## src/rtl/core/slt_pkg.sv

```systemverilog
`default_nettype none

package slt_pkg;

  // Table geometry
  localparam int unsigned CAPACITY = 16;
  localparam int unsigned IDX_W    = $clog2(CAPACITY);
  localparam int unsigned CNT_W    = $clog2(CAPACITY + 1);
  localparam int unsigned VAL_W    = 32;

  // Stream payload widths, whole bytes
  localparam int unsigned S_DATA_W = ((VAL_W + 4 + 7) / 8) * 8;
  localparam int unsigned S_USER_W = 2;
  localparam int unsigned M_DATA_W = ((2 + 4 + 5 + 7) / 8) * 8;

  typedef enum logic [1:0] {
    MODE_INSERT = 2'd0,
    MODE_DELETE = 2'd1,
    MODE_SEARCH = 2'd2
  } mode_e;

  typedef enum logic [1:0] {
    ST_OK    = 2'd0,
    ST_FULL  = 2'd1,
    ST_RANGE = 2'd2,
    ST_MISS  = 2'd3
  } status_e;

  // Operation broadcast to every cell of the row
  typedef struct packed {
    logic              ins_en;
    logic              del_en;
    logic [VAL_W-1:0]  value;
    logic [IDX_W-1:0]  position;
    logic [CNT_W-1:0]  count;
  } slt_ctrl_t;

endpackage

`default_nettype wire

```

## src/rtl/core/slt_cell.sv

```systemverilog
`default_nettype none

module slt_cell (
  input  wire logic                       clk_i,
  input  wire logic [slt_pkg::IDX_W-1:0]  idx_i,
  input  wire slt_pkg::slt_ctrl_t         ctrl_i,
  input  wire logic [slt_pkg::VAL_W-1:0]  prev_entry_i,
  input  wire logic                       prev_gt_i,
  input  wire logic [slt_pkg::VAL_W-1:0]  next_entry_i,
  input  wire logic                       hit_i,
  output logic      [slt_pkg::VAL_W-1:0]  entry_o,
  output logic                            gt_o,
  output logic                            hit_o,
  output logic                            first_o
);

  logic [slt_pkg::VAL_W-1:0] entry_q, entry_d;
  logic [slt_pkg::CNT_W-1:0] idx_ext;
  logic [slt_pkg::CNT_W-1:0] pos_ext;
  logic                      occupied;
  logic                      match;

  assign idx_ext  = slt_pkg::CNT_W'(idx_i);
  assign pos_ext  = slt_pkg::CNT_W'(ctrl_i.position);
  assign occupied = idx_ext < ctrl_i.count;

  // Compare the stored entry against the operand
  assign gt_o  = occupied && ($signed(entry_q) > $signed(ctrl_i.value));
  assign match = occupied && (entry_q == ctrl_i.value);

  // Pass the search hit along the row, mark the first one
  assign first_o = match && !hit_i;
  assign hit_o   = hit_i || match;
  assign entry_o = entry_q;

  // Shift up on insert, shift down on delete, else hold
  always_comb begin
    entry_d = entry_q;
    if (ctrl_i.ins_en) begin
      if (prev_gt_i) begin
        entry_d = prev_entry_i;
      end else if (gt_o || (idx_ext == ctrl_i.count)) begin
        entry_d = ctrl_i.value;
      end
    end else if (ctrl_i.del_en && (idx_ext >= pos_ext)) begin
      entry_d = next_entry_i;
    end
  end

  always_ff @(posedge clk_i) begin
    entry_q <= entry_d;
  end

endmodule

`default_nettype wire

```

## src/rtl/core/sorted_list_table.sv

```systemverilog
`default_nettype none

// Sorted table of up to 16 signed 32-bit values held in a row of cells, one
// entry per cell. Each transfer carries one operation: insert (after all equal
// entries), delete at a position, or search for the first equal entry. Every
// operation takes effect at the accepting edge: there all cells compare
// against the operand and shift toward or away from their neighbor, and the
// result is registered, showing on the master side in the next cycle. A new item
// is taken in every cycle while the result register is empty or being drained,
// so the block sustains one operation per cycle. The cycle path is the 32-bit
// equality compare in each cell followed by the search-hit ripple across the row.
// Entries past the fill count are never read; reset clears only count and valid.
module sorted_list_table (
  input  wire logic                           clk_i,
  input  wire logic                           rst_ni,
  input  wire logic                           s_axis_tvalid,
  output logic                                s_axis_tready,
  // [31:0] value, [35:32] position, [39:36] zero
  input  wire logic [slt_pkg::S_DATA_W-1:0]   s_axis_tdata,
  // [1:0] mode
  input  wire logic [slt_pkg::S_USER_W-1:0]   s_axis_tuser,
  output logic                                m_axis_tvalid,
  input  wire logic                           m_axis_tready,
  // [1:0] status, [5:2] found_position, [10:6] fill_count, [15:11] zero
  output logic      [slt_pkg::M_DATA_W-1:0]   m_axis_tdata
);

  localparam int unsigned N = slt_pkg::CAPACITY;

  logic [slt_pkg::CNT_W-1:0] count_q, count_d;
  logic                      out_valid_q;
  logic [slt_pkg::M_DATA_W-1:0] out_data_q, out_data_d;

  logic                      accept;
  slt_pkg::mode_e            mode;
  logic [slt_pkg::VAL_W-1:0] value;
  logic [slt_pkg::IDX_W-1:0] position;
  logic [slt_pkg::CNT_W-1:0] pos_ext;
  logic                      full;
  logic                      pos_ok;
  slt_pkg::slt_ctrl_t        ctrl;
  slt_pkg::status_e          status;
  logic [slt_pkg::IDX_W-1:0] found_pos;

  logic [slt_pkg::VAL_W-1:0] entry_w [N];
  logic [N-1:0]              gt_w;
  logic [N-1:0]              first_w;
  logic [N:0]                hit_w;

  // Unpack the slave transfer
  assign mode     = slt_pkg::mode_e'(s_axis_tuser[1:0]);
  assign value    = s_axis_tdata[slt_pkg::VAL_W-1:0];
  assign position = s_axis_tdata[slt_pkg::VAL_W +: slt_pkg::IDX_W];
  assign pos_ext  = slt_pkg::CNT_W'(position);

  assign s_axis_tready = !out_valid_q || m_axis_tready;
  assign accept        = s_axis_tvalid && s_axis_tready;

  assign full   = count_q >= slt_pkg::CNT_W'(N);
  assign pos_ok = pos_ext < count_q;

  // Broadcast the operation to the row
  always_comb begin
    ctrl          = '0;
    ctrl.value    = value;
    ctrl.position = position;
    ctrl.count    = count_q;
    ctrl.ins_en   = accept && (mode == slt_pkg::MODE_INSERT) && !full;
    ctrl.del_en   = accept && (mode == slt_pkg::MODE_DELETE) && pos_ok;
  end

  // Row of cells
  assign hit_w[0] = 1'b0;

  for (genvar g = 0; g < N; g++) begin : g_cell
    logic [slt_pkg::VAL_W-1:0] prev_entry;
    logic                      prev_gt;
    logic [slt_pkg::VAL_W-1:0] next_entry;

    if (g == 0) begin : g_first
      assign prev_entry = '0;
      assign prev_gt    = 1'b0;
    end else begin : g_mid
      assign prev_entry = entry_w[g-1];
      assign prev_gt    = gt_w[g-1];
    end

    if (g == N - 1) begin : g_last
      assign next_entry = entry_w[g];
    end else begin : g_inner
      assign next_entry = entry_w[g+1];
    end

    slt_cell u_cell (
      .clk_i        (clk_i),
      .idx_i        (slt_pkg::IDX_W'(g)),
      .ctrl_i       (ctrl),
      .prev_entry_i (prev_entry),
      .prev_gt_i    (prev_gt),
      .next_entry_i (next_entry),
      .hit_i        (hit_w[g]),
      .entry_o      (entry_w[g]),
      .gt_o         (gt_w[g]),
      .hit_o        (hit_w[g+1]),
      .first_o      (first_w[g])
    );
  end

  // Encode the first matching cell
  always_comb begin
    found_pos = '0;
    for (int i = 0; i < N; i++) begin
      found_pos = found_pos | (first_w[i] ? slt_pkg::IDX_W'(i) : '0);
    end
  end

  // Form the result and the next count
  always_comb begin
    count_d = count_q;
    status  = slt_pkg::ST_OK;
    unique case (mode)
      slt_pkg::MODE_INSERT: begin
        if (full) begin
          status = slt_pkg::ST_FULL;
        end else begin
          count_d = count_q + slt_pkg::CNT_W'(1);
        end
      end
      slt_pkg::MODE_DELETE: begin
        if (!pos_ok) begin
          status = slt_pkg::ST_RANGE;
        end else begin
          count_d = count_q - slt_pkg::CNT_W'(1);
        end
      end
      slt_pkg::MODE_SEARCH: begin
        if (!hit_w[N]) begin
          status = slt_pkg::ST_MISS;
        end
      end
      default: begin
        status = slt_pkg::ST_OK;
      end
    endcase

    out_data_d        = '0;
    out_data_d[1:0]   = status;
    out_data_d[5:2]   = ((mode == slt_pkg::MODE_SEARCH) && hit_w[N]) ? found_pos : '0;
    out_data_d[10:6]  = count_d;
  end

  // Hold the count and the valid flag of the result register
  always_ff @(posedge clk_i or negedge rst_ni) begin
    if (!rst_ni) begin
      count_q     <= '0;
      out_valid_q <= 1'b0;
    end else begin
      if (accept) begin
        count_q     <= count_d;
        out_valid_q <= 1'b1;
      end else if (m_axis_tready) begin
        out_valid_q <= 1'b0;
      end
    end
  end

  // Capture the result payload on each accepted transfer
  always_ff @(posedge clk_i) begin
    if (accept) begin
      out_data_q <= out_data_d;
    end
  end

  assign m_axis_tvalid = out_valid_q;
  assign m_axis_tdata  = out_data_q;

  // Count never exceeds the row length
  assert property (@(posedge clk_i) disable iff (!rst_ni)
    count_q <= slt_pkg::CNT_W'(N))
    else $error("fill count beyond capacity");

  // A pending result reports the count held in the table
  assert property (@(posedge clk_i) disable iff (!rst_ni)
    out_valid_q |-> (m_axis_tdata[10:6] == count_q))
    else $error("reported fill count differs from table count");

  // Only one cell can claim the first search match
  assert property (@(posedge clk_i) disable iff (!rst_ni)
    $onehot0(first_w))
    else $error("more than one first match in the row");

  // Insert into a full table leaves the count unchanged
  assert property (@(posedge clk_i) disable iff (!rst_ni)
    (accept && (mode == slt_pkg::MODE_INSERT) && full) |=> (count_q == $past(count_q)))
    else $error("count changed on insert into a full table");

endmodule

`default_nettype wire
```

## config.mk

```make
export PLATFORM = sky130hd
export DESIGN_NAME = sorted_list_table
export DESIGN_NICKNAME = d
export VERILOG_FILES = /design/src/rtl/core/slt_pkg.sv /design/src/rtl/core/slt_cell.sv /design/src/rtl/core/sorted_list_table.sv
export SDC_FILE = /design/constraint.sdc
export NUM_CORES = 2
export LEC_CHECK = 0
export ABC_AREA = 1
export BUFFER_PORTS_ARGS = -buffer_cell sky130_fd_sc_hd__buf_2
export CAP_MARGIN = 20
export CORE_ASPECT_RATIO = 0.8
export CORE_UTILIZATION = 45
export CTS_CLUSTER_DIAMETER = 30
export DETAILED_ROUTE_END_ITERATION = 12
export RECOVER_POWER = 100
export SLEW_MARGIN = 10
export SYNTH_ARGS = -nofsm -noshare
export SYNTH_HDL_FRONTEND = slang
export SYNTH_SLANG_ARGS = --single-unit
export TNS_END_PERCENT = 20
```

## constraint.sdc

```tcl
create_clock -name clk_i -period 3.96 [get_ports clk_i]
set_input_delay 0.792 -clock clk_i [delete_from_list [all_inputs] [get_ports clk_i]]
set_output_delay 0.792 -clock clk_i [all_outputs]
set_load 0.005 [all_outputs]
```

==> results.md <==
- The CTS tree is built.
- In the routed layout, each cell is associated on average with a via count of between 5 and 6.
- The source-to-sink clock delay at the later pin of the worst-skew pair is roughly 0.74 ns.
- The vias after detailed routing is 38.8k.
- STA puts the critical path data required time at roughly 4.3 ns.
- The clock sink count is around 530.
- The cell total after placement is approximately 6.6k.
- Data arrives at the worst endpoint at ~4.0 ns.
- The worst setup path is of the in2reg kind.
- The worst-case IR drop observed on VDD is around 330 uV.
- The dominant delay contributor by cell family on the critical path is simple AND/OR/NAND/NOR gates.
- The most prevalent standard cell on the critical path is sky130_fd_sc_hd__nand2_1.
- After synthesis, the most frequently instantiated cells are sky130_fd_sc_hd__nand2_1 (1814), sky130_fd_sc_hd__edfxtp_1 (523), sky130_fd_sc_hd__ha_1 (520).
- The relative slew slack is -0.0201.
- For this configuration, the core starts out at a cell density of 0.454.
- The number of antenna violations at the first check in global routing came to 3.
- The synthesized netlist contains 51 unique library cells.
- The leakage power figure is 22.4 nW.
- Setup repair after global routing left no endpoint under its margin.
- Of the cells placed in the final design, the portion with a size suffix greater than 1 is 0.0825.
- The post-route worst hold slack is 0.343 ns.
- The overall track demand over capacity in global routing is 0.274.
- Row generation in the floorplan step produced between 90 and 100 rows.
- The remaining global-route overflow is 0.
- The checks that failed: max-capacitance violations, max-slew violations.
- The number of detailed-route iterations in the first pass is 6.
- The register bit count reported by yosys is approximately 530.
- The class of the most critical hold timing path is in2reg.
- From left edge to right edge, the die measures approximately 340 um.
- The summed negative setup slack over all endpoints is 0 ns.
- The die outline height is between 200 and 300 um.
- The worst hold path begins at m_axis_tready.
- The standard cell with the maximum stage delay on the critical path is sky130_fd_sc_hd__clkbuf_1.
- Counting flops with an async set or reset pin after synthesis yields a share of 0.0113.
- The H-tree generated during clock tree synthesis spans 4 levels.
- In this design, the stage delay of the slowest critical-path cell is 0.45 ns.
- For the finished layout, the period the worst path requires is approximately 3.6 ns.
- Among all flip-flop cells after synthesis, the most frequent one is sky130_fd_sc_hd__edfxtp_1.
- The sort of element at the start of the critical path is a primary input.
- The quantity of hold-fixing buffers added after cts is 1.
- The clock tree root driver cell is sky130_fd_sc_hd__clkbuf_16.
- The highest fanout seen on the critical path is 32.
- The total I/O pin count is 64.
- The synthesized design contains around 520 enable-type register cells.
- The mean post-synth cell area is roughly 7.6 sq um.
- The upper clock frequency limit is 0.275 GHz.
- The worst reg-to-reg setup slack is 0.35 ns.
- Of the synthesized area, sequential elements account for 0.382.
- The pin count of the biggest net entering global routing is between 150 and 200.
- Relative to the synthesized area, the layout overhead comes to 18.0%.
- The die outline area is 93400 sq um.
- The utilization after layout is 0.536.
- For this run, design rule violations remaining after detail routing come to 0.
- Dividing the detail-routed wire length by the instance count gives between 15 and 20 um.
- The first global-routing pass estimated 204 mm of wire.
- The run finished, with violations left.
- Post-CTS repair changed the size of 0 cells.
- The number of global-route vias before repair came to between 30k and 40k.
- The setup clock skew after layout is 0.0289 ns.
- Setup violations remaining at the end of the flow were counted as 0.
- Clock-pin slew was measured on the worst setup and hold paths at 0.04 ns.
- The routed design has 128 mm of wire.
- The fraction of synthesized cell area taken by the top area cell type is 0.379.
- The critical path goes through clkbuf_1 > inv_1 > ha_1 > nand2_1 > nor2_1 > nand4_1 > nor2_1 > nand2_1 > nand2_1 > nand2_1 > nand3_1 > clkbuf_1 > nand2_1 > nor2_1 > nor2_2 > clkbuf_4.
- The weighted congestion reported at the end of routability-driven placement is ~0.88.
- The worst hold path stage count is 4.
- The tool flagged a number of max-cap violations equal to 1.
- The area inside the core boundary is 91300 sq um.
- The startpoint identified for the worst register-to-register timing path is g_cell[7].u_cell.entry_o[31].
- The worst register-to-register path has a depth of 14.
- The synthesized netlist cell count is approximately 5.4k.
- Dividing the final minimum period by the clock period gives 0.919.
- The diode insertion count for antenna repair is 0.
- In this run the remaining antenna-violating nets after routing total 0.
- The number of buffers and inverters on the critical path is 4.
- The count of buffers added on input and output ports is between 50 and 60.
- The endpoint identified for the worst register-to-register timing path is g_cell[7].u_cell.entry_o[30].
- The count of routing violations after the opening detailed-route iteration is 3534.
- For this design the ratio of total power to cell area is ~540 nW/um^2.
- The final-report max-slew violation count is 35.
- Counting along the longest clock path gives a buffer depth of 3.
- The detailed placement HPWL is roughly 93 mm.
- The final non-filler cell total is about 6.9k.
- The measured slew at the worst slew-check pin is 1.53 ns.
- Sorting the synthesized cells by area gives the leading types as sky130_fd_sc_hd__edfxtp_1 (38%), sky130_fd_sc_hd__nand2_1 (16%), sky130_fd_sc_hd__ha_1 (16%).
- In this run the cell area of the synthesized design comes to 41500 sq um.
- The number of CTS-inserted buffers is around 150.
- The number of warnings issued by yosys is 0.
- In the final design database the tool counted approximately 6.1k nets.
- sky130_fd_sc_hd__nand2_1 is the most common cell in the netlist.
- The hold violation count in the final report was 0.
- The terminating pin of the worst hold path is m_axis_tvalid.
- Post-CTS timing repair inserted 0 buffers for setup.
- STA classifies the critical path endpoint as a flip-flop.
- The cell type contributing the most total cell area after synthesis is sky130_fd_sc_hd__edfxtp_1.
-- cell usage in the layout, fill, tap and decap left out, drive strengths merged, types with 3 or more instances in the layout --
cell / synthesis / routed
a211oi: 10 / 10
a21boi: 8 / 8
a21o: 7 / 7
a21oi: 294 / 294
a31oi: 8 / 8
and3: 3 / 3
buf: 116 / 170
bufinv: 0 / 24
clkbuf: 177 / 230
clkinv: 0 / 61
clkinvlp: 0 / 7
conb: 1 / 5
dfrtp: 6 / 6
edfxtp: 523 / 523
ha: 520 / 520
inv: 416 / 422
nand2: 1816 / 1816
nand3: 357 / 357
nand3b: 4 / 4
nand4: 275 / 275
nor2: 496 / 496
nor3: 13 / 13
nor4: 6 / 6
o211ai: 13 / 13
o21a: 14 / 14
o21ai: 311 / 311
o21bai: 33 / 33
xor2: 3 / 3
-- logic make-up (layout without fill, tap and decap cells) --
family / Yosys count / after routing / synth area share
xor+xnor: 3 / 3 / 0.000634
buf+inv: 709 / 915 / 0.0678
mux: 1 / 1 / 0.000271
flops: 529 / 529 / 0.382
fa+ha+maj: 520 / 520 / 0.157
other cells: 1 / 5 / 0.0000904
simple gates: 2972 / 2972 / 0.300
compound gates: 706 / 706 / 0.0916
-- registers in the layout, summed over array words and instances (netlist names) --
register and count:
count_q 5, g_cell.u_cell.entry_o 512, m_axis_tdata 11, m_axis_tvalid 1
-- how the worst max path moves through the flow --
stage	startpoint	endpoint	slack, ns	cells past startpoint
global route	s_axis_tdata[29]	g_cell[7].u_cell.entry_o[30]	0.20	16
floorplan	s_axis_tdata[11]	g_cell[12].u_cell.entry_o[0]	-0.17	15
global placement	s_axis_tdata[21]	g_cell[9].u_cell.entry_o[26]	0.12	15
detailed placement	s_axis_tdata[27]	g_cell[14].u_cell.entry_o[27]	0.08	15
finish	s_axis_tdata[29]	g_cell[7].u_cell.entry_o[30]	0.32	16
CTS	count_q[2]	g_cell[12].u_cell.entry_o[21]	0.63	16
-- tightest hold or removal path, delay by kind of cell --
kind,cells,cell delay (ns)
buffers and inverters,2,0.10
and+or+nand+nor,2,0.13
-- metal layers --
layer	global-route usage	up-vias	wire, um
met1	0.419	18600	62700
met5	0	-	8
li1	-	18800	-
met4	0.0673	2	1810
met3	0.0351	139	9520
met2	0.403	1312	54100
-- where the power goes --
part / switching (mW) / internal, mW
registers: 0.356 / 6.79
clock network: 3.76 / 8.61
logic: 4.75 / 2.02
-- stage by stage --
step | area (sq um) | total power, mW | worst slack [ns]
finish | 49000 | 26.3 | 0.321
global route | 49000 | 27.5 | 0.200
CTS | 49300 | 26.5 | 0.631
detailed placement | 44100 | 14.0 | 0.0850
global placement | 44100 | 13.8 | 0.121
floorplan | 41600 | 11.7 | -0.172
-- cell type report --
cell class / instances / area, sq um
fillers: 8657 / 42300
flip-flops and latches: 529 / 15900
inverters: 416 / 1570
clock buffers: 176 / 3960
repair buffers: 225 / 1990
multi-input cells: 4207 / 22900
well taps: 1212 / 1520
clock inverters: 98 / 1160
(Power assumes the default switching activity.)
